[config.mk]
export PLATFORM = sky130hd
export DESIGN_NAME = ffha_seq
export DESIGN_NICKNAME = d
export VERILOG_FILES = /design/src/rtl/core/ffha_pkg.sv /design/src/rtl/core/ffha_alu.sv /design/src/rtl/core/ffha_seq.sv
export SDC_FILE = /design/constraint.sdc
export NUM_CORES = 1
export LEC_CHECK = 0
export ABC_AREA = 1
export BUFFER_PORTS_ARGS = -buffer_cell sky130_fd_sc_hd__clkbuf_2
export CORE_MARGIN = 2
export CORE_UTILIZATION = 60
export CTS_CLUSTER_SIZE = 10
export DETAILED_ROUTE_END_ITERATION = 16
export PLACE_DENSITY = 0.8
export REMOVE_ABC_BUFFERS = 1
export SLEW_MARGIN = 20
export SYNTH_ARGS = -nofsm -noshare
export SYNTH_HDL_FRONTEND = slang
export SYNTH_SLANG_ARGS = --single-unit
export TNS_END_PERCENT = 30
[constraint.sdc]
create_clock -name clk_i -period 7.9 [get_ports clk_i]
set_input_delay 1.58 -clock clk_i [delete_from_list [all_inputs] [get_ports clk_i]]
set_output_delay 1.58 -clock clk_i [all_outputs]
set_load 0.1 [all_outputs]
[src/rtl/core/ffha_pkg.sv]
`timescale 1ns / 1ps
package ffha_pkg;

  // defaults for the top level parameters
  localparam int unsigned HeapWordsDef   = 1024;
  localparam int unsigned HeaderWordsDef = 1;

  // fixed field widths
  localparam int unsigned OpW   = 2;
  localparam int unsigned ReqW  = 11;
  localparam int unsigned AddrW = 10;
  localparam int unsigned CfgW  = 11;
  localparam int unsigned StW   = 3;

  localparam logic [CfgW-1:0] CfgReset = 11'd1024;

  typedef enum logic [OpW-1:0] {
    OP_ALLOC = 2'd0,
    OP_FREE  = 2'd1,
    OP_RESET = 2'd2,
    OP_NOP   = 2'd3
  } opcode_e;

  typedef enum logic [StW-1:0] {
    ST_OK            = 3'd0,
    ST_NO_FIT        = 3'd1,
    ST_BAD_ADDR      = 3'd2,
    ST_NOT_USED      = 3'd3,
    ST_BAD_SIZE      = 3'd4,
    ST_RESET_REFUSED = 3'd5
  } status_e;

  typedef enum logic [2:0] {
    S_IDLE,
    S_RD,
    S_EV,
    S_NEV,
    S_WR2,
    S_FIN,
    S_DONE
  } state_e;

  typedef struct packed {
    status_e          status;
    logic [AddrW-1:0] granted;
  } rsp_t;

endpackage

[src/rtl/core/ffha_alu.sv]
`timescale 1ns / 1ps
module ffha_alu #(
  parameter int unsigned SZW          = 11,
  parameter int unsigned NW           = 12,
  parameter int unsigned HEADER_WORDS = 1
) (
  input  logic [SZW-1:0]              pos_i,
  input  logic [SZW-1:0]              active_i,
  input  logic [SZW-1:0]              sz_i,
  input  logic [NW-1:0]               need_i,
  input  logic [ffha_pkg::AddrW-1:0]  addr_i,
  output logic                        in_range_o,
  output logic                        bad_o,
  output logic                        fits_o,
  output logic                        split_o,
  output logic [SZW-1:0]              left_o,
  output logic [SZW-1:0]              next_pos_o,
  output logic                        next_in_o,
  output logic [NW-1:0]               pos_hdr_o,
  output logic                        hit_o,
  output logic                        past_o
);
  logic [NW-1:0] pos_x, act_x, sz_x, limit, nxt_x, left_x;

  always_comb begin
    pos_x      = NW'(pos_i);
    act_x      = NW'(active_i);
    sz_x       = NW'(sz_i);
    limit      = act_x - pos_x;
    nxt_x      = pos_x + sz_x;
    left_x     = sz_x - need_i;
    in_range_o = pos_x < act_x;
    // zero size or a block running past the heap end ends the walk
    bad_o      = (sz_x == '0) || (sz_x > limit);
    fits_o     = sz_x >= need_i;
    split_o    = left_x > NW'(HEADER_WORDS);
    left_o     = left_x[SZW-1:0];
    next_pos_o = nxt_x[SZW-1:0];
    next_in_o  = nxt_x < act_x;
    pos_hdr_o  = pos_x + NW'(HEADER_WORDS);
    hit_o      = pos_hdr_o == NW'(addr_i);
    past_o     = pos_hdr_o > NW'(addr_i);
  end
endmodule

[src/rtl/core/ffha_seq.sv]
`timescale 1ns / 1ps
module ffha_seq #(
  parameter int unsigned HEAP_WORDS   = 1024,
  parameter int unsigned HEADER_WORDS = 1,
  parameter int unsigned SZW          = 11,
  parameter int unsigned AW           = 10,
  parameter int unsigned NW           = 12,
  parameter int unsigned ACT_INIT     = 1024
) (
  input  logic                          clk_i,
  input  logic                          rst_ni,
  input  logic                          start_i,
  input  logic [ffha_pkg::OpW-1:0]      opcode_i,
  input  logic [ffha_pkg::ReqW-1:0]     req_i,
  input  logic [ffha_pkg::AddrW-1:0]    addr_i,
  input  logic [ffha_pkg::CfgW-1:0]     cfg_words_i,
  output logic                          idle_o,
  output logic                          done_o,
  output ffha_pkg::rsp_t                rsp_o,
  output logic                          mem_re_o,
  output logic [AW-1:0]                 mem_raddr_o,
  input  logic [SZW:0]                  mem_rdata_i,
  output logic                          mem_we_o,
  output logic [AW-1:0]                 mem_waddr_o,
  output logic [SZW:0]                  mem_wdata_o
);
  import ffha_pkg::*;

  state_e           state_q, state_d;
  opcode_e          op_q, op_d;
  logic [NW-1:0]    need_q, need_d;
  logic [AddrW-1:0] addr_q, addr_d;
  logic [SZW-1:0]   pos_q, pos_d, active_q, active_d;
  logic [SZW-1:0]   prev_q, prev_d, prev_sz_q, prev_sz_d;
  logic             prev_free_q, prev_free_d;
  logic [SZW-1:0]   start_q, start_d, total_q, total_d;
  status_e          status_q, status_d;
  logic [AddrW-1:0] granted_q, granted_d;
  logic [SZW-1:0]   wr_addr_q, wr_addr_d;
  logic [SZW:0]     wr_data_q, wr_data_d;

  logic           hdr_used;
  logic [SZW-1:0] hdr_sz;
  logic           in_range, bad, fits, split, next_in, hit, past;
  logic [SZW-1:0] left, next_pos;
  logic [NW-1:0]  pos_hdr, words_x;
  logic [SZW-1:0] m_start, m_total;

  assign hdr_used = mem_rdata_i[SZW];
  assign hdr_sz   = mem_rdata_i[SZW-1:0];

  ffha_alu #(
    .SZW(SZW), .NW(NW), .HEADER_WORDS(HEADER_WORDS)
  ) u_alu (
    .pos_i(pos_q), .active_i(active_q), .sz_i(hdr_sz), .need_i(need_q),
    .addr_i(addr_q), .in_range_o(in_range), .bad_o(bad), .fits_o(fits),
    .split_o(split), .left_o(left), .next_pos_o(next_pos), .next_in_o(next_in),
    .pos_hdr_o(pos_hdr), .hit_o(hit), .past_o(past)
  );

  // merge with a free block right before
  assign m_start = prev_free_q ? prev_q : pos_q;
  assign m_total = prev_free_q ? (prev_sz_q + hdr_sz) : hdr_sz;

  // saturated heap size for the reset operation
  assign words_x = (NW'(cfg_words_i) > NW'(HEAP_WORDS)) ? NW'(HEAP_WORDS) : NW'(cfg_words_i);

  always_ff @(posedge clk_i or negedge rst_ni) begin
    if (!rst_ni) begin
      state_q  <= S_IDLE;
      active_q <= SZW'(ACT_INIT);
    end else begin
      state_q  <= state_d;
      active_q <= active_d;
    end
  end

  always_ff @(posedge clk_i) begin
    op_q        <= op_d;
    need_q      <= need_d;
    addr_q      <= addr_d;
    pos_q       <= pos_d;
    prev_q      <= prev_d;
    prev_sz_q   <= prev_sz_d;
    prev_free_q <= prev_free_d;
    start_q     <= start_d;
    total_q     <= total_d;
    status_q    <= status_d;
    granted_q   <= granted_d;
    wr_addr_q   <= wr_addr_d;
    wr_data_q   <= wr_data_d;
  end

  // next state
  always_comb begin
    state_d = state_q;
    case (state_q)
      S_IDLE: begin
        if (start_i) begin
          case (opcode_e'(opcode_i))
            OP_ALLOC: state_d = (req_i == '0) ? S_DONE : S_RD;
            OP_FREE:  state_d = (addr_i == '0) ? S_DONE : S_RD;
            OP_RESET: state_d = S_RD;
            default:  state_d = S_DONE;
          endcase
        end
      end
      S_RD: state_d = in_range ? S_EV : S_FIN;
      S_EV: begin
        if (bad) begin
          state_d = S_FIN;
        end else begin
          case (op_q)
            OP_ALLOC: state_d = (!hdr_used && fits) ? (split ? S_WR2 : S_DONE) : S_RD;
            OP_FREE: begin
              if (hit) begin
                state_d = (hdr_used && next_in) ? S_NEV : S_DONE;
              end else begin
                state_d = past ? S_FIN : S_RD;
              end
            end
            OP_RESET: state_d = hdr_used ? S_DONE : S_RD;
            default:  state_d = S_DONE;
          endcase
        end
      end
      S_NEV, S_WR2, S_FIN: state_d = S_DONE;
      S_DONE:              state_d = S_IDLE;
      default:             state_d = S_IDLE;
    endcase
  end

  // datapath and memory control
  always_comb begin
    op_d        = op_q;
    need_d      = need_q;
    addr_d      = addr_q;
    pos_d       = pos_q;
    prev_d      = prev_q;
    prev_sz_d   = prev_sz_q;
    prev_free_d = prev_free_q;
    start_d     = start_q;
    total_d     = total_q;
    status_d    = status_q;
    granted_d   = granted_q;
    wr_addr_d   = wr_addr_q;
    wr_data_d   = wr_data_q;
    active_d    = active_q;
    mem_re_o    = 1'b0;
    mem_raddr_o = pos_q[AW-1:0];
    mem_we_o    = 1'b0;
    mem_waddr_o = pos_q[AW-1:0];
    mem_wdata_o = '0;
    case (state_q)
      S_IDLE: begin
        if (start_i) begin
          op_d        = opcode_e'(opcode_i);
          need_d      = NW'(req_i) + NW'(HEADER_WORDS);
          addr_d      = addr_i;
          pos_d       = '0;
          prev_free_d = 1'b0;
          granted_d   = '0;
          status_d    = ((opcode_e'(opcode_i) == OP_ALLOC) && (req_i == '0)) ? ST_BAD_SIZE
                                                                             : ST_OK;
        end
      end
      S_RD: mem_re_o = in_range;
      S_EV: begin
        if (!bad) begin
          case (op_q)
            OP_ALLOC: begin
              if (!hdr_used && fits) begin
                mem_we_o    = 1'b1;
                mem_wdata_o = {1'b1, split ? need_q[SZW-1:0] : hdr_sz};
                granted_d   = pos_hdr[AddrW-1:0];
                status_d    = ST_OK;
                wr_addr_d   = pos_q + need_q[SZW-1:0];
                wr_data_d   = {1'b0, left};
              end else begin
                pos_d = next_pos;
              end
            end
            OP_FREE: begin
              if (hit) begin
                if (!hdr_used) begin
                  status_d = ST_NOT_USED;
                end else if (next_in) begin
                  mem_re_o    = 1'b1;
                  mem_raddr_o = next_pos[AW-1:0];
                  pos_d       = next_pos;
                  start_d     = m_start;
                  total_d     = m_total;
                end else begin
                  mem_we_o    = 1'b1;
                  mem_waddr_o = m_start[AW-1:0];
                  mem_wdata_o = {1'b0, m_total};
                  status_d    = ST_OK;
                end
              end else begin
                prev_d      = pos_q;
                prev_sz_d   = hdr_sz;
                prev_free_d = !hdr_used;
                pos_d       = next_pos;
              end
            end
            OP_RESET: begin
              if (hdr_used) begin
                status_d = ST_RESET_REFUSED;
              end else begin
                pos_d = next_pos;
              end
            end
            default: status_d = ST_OK;
          endcase
        end
      end
      S_NEV: begin
        // merge with a free block right after
        mem_we_o    = 1'b1;
        mem_waddr_o = start_q[AW-1:0];
        mem_wdata_o = {1'b0, (!bad && !hdr_used) ? (total_q + hdr_sz) : total_q};
        status_d    = ST_OK;
      end
      S_WR2: begin
        mem_we_o    = 1'b1;
        mem_waddr_o = wr_addr_q[AW-1:0];
        mem_wdata_o = wr_data_q;
      end
      S_FIN: begin
        case (op_q)
          OP_ALLOC: status_d = ST_NO_FIT;
          OP_FREE:  status_d = ST_BAD_ADDR;
          OP_RESET: begin
            if (words_x < NW'(HEADER_WORDS)) begin
              status_d = ST_RESET_REFUSED;
            end else begin
              active_d    = words_x[SZW-1:0];
              mem_we_o    = 1'b1;
              mem_waddr_o = '0;
              mem_wdata_o = {1'b0, words_x[SZW-1:0]};
              status_d    = ST_OK;
            end
          end
          default: status_d = ST_OK;
        endcase
      end
      default: ;
    endcase
  end

  assign idle_o         = state_q == S_IDLE;
  assign done_o         = state_q == S_DONE;
  assign rsp_o.status   = status_q;
  assign rsp_o.granted  = granted_q;
endmodule

==> results by stage <==
Run status:
- The flow ran to the end, and the final reports show no timing, DRC or antenna violations.

Flow run:
- The max-capacitance violation count is 0.

Global routing:
- The met2 usage in global routing is 0.553.
- The number of antenna violations at the first check in global routing is 0.
- The global routing stage identified its most utilized layer as met2.
- The total global-route track usage is 0.347.
- For this run, global-route usage on met3 was measured as 0.0604.
- In the global route stage, met1 resource usage came out at 0.468.
- The first-pass GRT wire length is 48.7 mm.
- The via count of the first global-routing pass is 9291.
- Summed over all layers, the global routing overflow is 0.
- The pin count of the biggest net entering global routing is 27.

CTS:
- The root buffer cell is sky130_fd_sc_hd__clkbuf_16.
- The number of buffers inserted by post-CTS setup repair is 0.
- The TritonCTS clock tree is done.
- The number of clock sinks seen by CTS is 126.
- The total CTS buffers is 17.
- The number of hold buffers added after cts is 0.
- Clock-pin slew was measured on the worst setup and hold paths at 0.05 ns.
- At the later pin of the worst-skew pair, clock insertion delay measures 0.43 ns.
- Once the clock tree was built, the resizer swapped 0 gates to a different size.
- The number of buffers on the longest clock path is 2.
- The clock tree synthesis step divided the H-tree into 4 levels.

Critical path:
- In this design, the stage delay of the slowest critical-path cell is 0.47 ns.
- The required time of the worst setup path is 6.32 ns.
- The worst endpoint data arrival time is 5.57 ns.
- The critical path capture point type is an output port.
- The worst reg-to-reg path cell count is 19.
- The setup slack on the worst flop-to-flop path is 2.77 ns.
- The reg-to-reg critical path endpoint is start_q[5].
- The critical path in this run is classified as in2out.
- The highest-delay cell along the critical path is sky130_fd_sc_hd__clkbuf_2.
- The most used cell along the critical path is sky130_fd_sc_hd__nand2_1.
- In this run the worst path has a maximum fanout of 10.
- The signal on the critical path passes through clkbuf_2 -> ha_1 -> inv_1 -> fa_1 -> o21ai_0 -> a21oi_1 -> o21ai_0 -> xor2_1 -> inv_1 -> ha_1 -> nand2_1 -> nor2_1 -> nand3_1 -> nand2_1 -> nand2_1 -> nand2_1 -> nand2_1 -> nor2_2 -> nand2_2 -> nand2_1 -> nand3_1 -> nand3_1 -> clkbuf_2.
- The launch point of the worst reg-to-reg path is pos_q[4].
- The worst setup path is launched from an input pin.

Synth:
- The synthesized netlist cell count is 1383.
- The synthesized netlist occupies a cell area of 0.0105 mm².
- Counting flops with a built-in enable in the synthesized netlist gives 112.
- The commonest cells after synthesis are sky130_fd_sc_hd__nand2_1 (327), sky130_fd_sc_hd__inv_1 (215), sky130_fd_sc_hd__nor2_1 (117), sky130_fd_sc_hd__edfxtp_1 (112), sky130_fd_sc_hd__ha_1 (101).
- After synthesis, the cell types taking the most area are sky130_fd_sc_hd__edfxtp_1 (32%), sky130_fd_sc_hd__ha_1 (12%), sky130_fd_sc_hd__nand2_1 (12%), sky130_fd_sc_hd__inv_1 (7.7%), sky130_fd_sc_hd__nand3_1 (4.4%).
- The mean cell area of the mapped netlist is 7.63 µm².
- Of the post-synthesis cell area, the dominant cell type holds 0.319.
- The number of library cell types mapped by synthesis is 51.
- The async set-or-reset flop fraction in the synthesized netlist is 0.111.
- The Yosys step of the flow raised 0 warnings.
- In the synthesized netlist the dominant register cell turns out to be sky130_fd_sc_hd__edfxtp_1.
- For this run, the register share of the synthesized area comes to 0.352.
- After synthesis the netlist holds a flip-flop and latch count of 126.
- sky130_fd_sc_hd__edfxtp_1 takes more of the synthesized area than any other cell.
- The most frequently used cell type in the post-synthesis netlist is sky130_fd_sc_hd__nand2_1.

Worst hold path:
- The number of instances on the worst hold path is 2.
- The end point of the worst hold path is active_q[10].
- In this run the worst hold path is classified as reg2reg.
- The startpoint of the most critical hold path is active_q[10].

Timing:
- The ratio of final minimum period to clock period is 0.905.
- The number of setup violations in the final report is 0.
- For this run, the top clock speed supported by timing is 140 MHz.
- In this run the tightest slew margin relative to its limit is 0.325.
- Adding up every negative setup slack in the final design gives 0 ns.
- The clock arrives with 0.0148 ns of skew.
- Setup slack on the critical path of the routed design comes to 0.749 ns.
- The minimum period implied by the final worst setup slack is 7.15 ns.
- The final number of hold-violating endpoints is 0.
- Setup repair after global routing left no endpoint under its margin.
- At the pin with the least slew margin, the transition time is 1.01 ns.
- The count of pins over their slew limit is 0.

Drt:
- The mean routed wirelength per cell is 18.3 µm.
- The DRC violation count after routing is 0.
- Using the TritonRoute via totals, the vias-per-cell ratio works out to 5.77.
- Summed over all layers, the routed wires come to 31.6 mm.
- The total iterations of the first detailed-routing run is 5.
- The count of vias placed by the detailed router is 9941.
- The number of DRC markers after the initial detailed-route iteration is 967.
- Once detail routing completed, the nets flagged for antenna violations numbered 0.

Power and ir drop:
- The total power per unit cell area is 456 mW/mm².
- IR analysis of the VDD net gives a maximum drop of 431 µV.
- The part of the power in the clock network is 0.150.
- The sequential fraction of design power is 0.196.
- The internal power component is 0.00237 W.
- In this run the static leakage power is 5.86 nW.
- Of the total power, the share spent switching nets is 0.564.
- The power spent charging and discharging nets is 0.00306 W.
- The share of total power dissipated in combinational logic is 0.653.

Floorplanning:
- From left edge to right edge, the die measures 137 µm.
- Measured along the y axis, the die boundary spans 137 µm.
- The region available for standard cell placement spans 0.0172 mm².
- The area enclosed by the die boundary is 0.0187 mm².
- The floorplan has 48 rows.
- The initial cell density of the core is 0.612.
- 98 I/O pins were placed.

Final layout:
- The final cell area excluding filler cells is 0.0119 mm².
- The count of filler cells inserted in the layout is 1420.
- The share of layout cells above drive strength 1 is 0.125.
- The utilization after layout is 0.691.
- The footprint of the multi-input gates is 0.00585 mm².
- The area growth from synthesis to layout is 13.0%.
- The number of inserted diodes is 0.
- The total number of nets in the final design is 1642.
- Summing all flip-flop and latch instances after layout gives 0.00371 mm².

Placed design:
- Port buffering added 97 buffers.
- The placed wire-length estimate after detailed placement is 24.7 mm.
- The cell area reported after detailed placement is 0.0113 mm².
- The congestion estimate from routability-driven global placement came to 1.00.
- The minimum setup slack after placement is 0.858 ns.
## metal layers
metal  wire length (µm)  vias up  share of wire
met5                  0        -              0
met4               1220        0          0.039
met3               3100       85          0.098
met2              14300      484           0.45
met1              12900     4539           0.41
li1                   -     4833              -
## stage by stage
stage          total power (W)  hold slack (ns)  std cells
2_1_floorplan          0.00377            0.491       1350
3_3_place_gp           0.00451            0.516       1692
3_5_place_dp           0.00457            0.521       1692
4_1_cts                0.00539            0.537       1723
5_1_grt                0.00579            0.577       1723
6_report               0.00543            0.535       1723
## worst max-delay path, delay by kind of cell
family / cells / cell delay (ns)
xor+xnor: 1 / 0.36
fa+ha+maj: 3 / 0.87
buf+inv: 4 / 0.76
simple gates: 12 / 1.27
compound gates: 3 / 0.72
## power groups by stage
stage / clock network [W] / logic, W / registers (W)
after floorplan: 0 / 0.00245 / 0.00132
after global placement: 0 / 0.00344 / 0.00107
after detailed placement: 0 / 0.00349 / 0.00107
after CTS: 0.000817 / 0.00351 / 0.00106
after global routing: 0.000845 / 0.00387 / 0.00108
final: 0.000816 / 0.00355 / 0.00107
## sequential cells by signal, summed over array words and instances, names as in the netlist
| register | flops |
|---|---|
| granted_q | 10 |
| pos_q | 11 |
| prev_sz_q | 11 |
| status_q | 3 |
| need_q | 12 |
| op_q | 2 |
| prev_q | 10 |
| active_q | 11 |
| wr_data_q | 11 |
| start_q | 10 |
| wr_addr_q | 10 |
| total_q | 11 |
| addr_q | 10 |
| state_q | 3 |
| prev_free_q | 1 |
## layout make-up
cell class,instances,share of cell area
repair buffers,117,0.0534
well taps,225,0.0236
flip-flops and latches,126,0.312
multi-input cells,1003,0.491
inverters,221,0.0696
clock inverters,14,0.0151
clock buffers,17,0.0357
## layout by cell type, fill, tap and decap left out, drive strengths merged, types with 18 or more instances in the layout
cell | synthesis | final
a21oi | 76 | 76
buf | 18 | 20
clkbuf | 15 | 114
edfxtp | 112 | 112
ha | 101 | 101
inv | 219 | 226
nand2 | 332 | 332
nand3 | 98 | 98
nand4 | 38 | 38
nor2 | 124 | 124
nor3 | 30 | 30
o21ai | 60 | 60
o21bai | 18 | 18
xor2 | 38 | 38
## worst max path at each step
stage                         startpoint              to  slack [ns]  cells past startpoint
after floorplan           mem_rdata_i[0]  mem_raddr_o[0]        0.53                     20
after global placement    mem_rdata_i[0]  mem_waddr_o[3]        0.90                     23
after detailed placement  mem_rdata_i[0]  mem_waddr_o[3]        0.86                     23
after CTS                 mem_rdata_i[0]  mem_waddr_o[3]        0.87                     23
after global routing      mem_rdata_i[0]  mem_waddr_o[0]        0.47                     23
final                     mem_rdata_i[0]  mem_waddr_o[3]        0.75                     23
## logic make-up (layout without fill, tap and decap cells)
logic type / count (synthesis) / count (layout) / synth area share
AOI/OAI and AO/OA: 200 / 200 / 0.110
and+or+nand+nor: 645 / 645 / 0.269
adders and majority gates: 107 / 107 / 0.131
xor gates and xnor gates: 51 / 51 / 0.0424
buffers and inverters: 254 / 369 / 0.0944
DFF: 126 / 126 / 0.352
No activity file was read; power rests on OpenSTA's default activity.
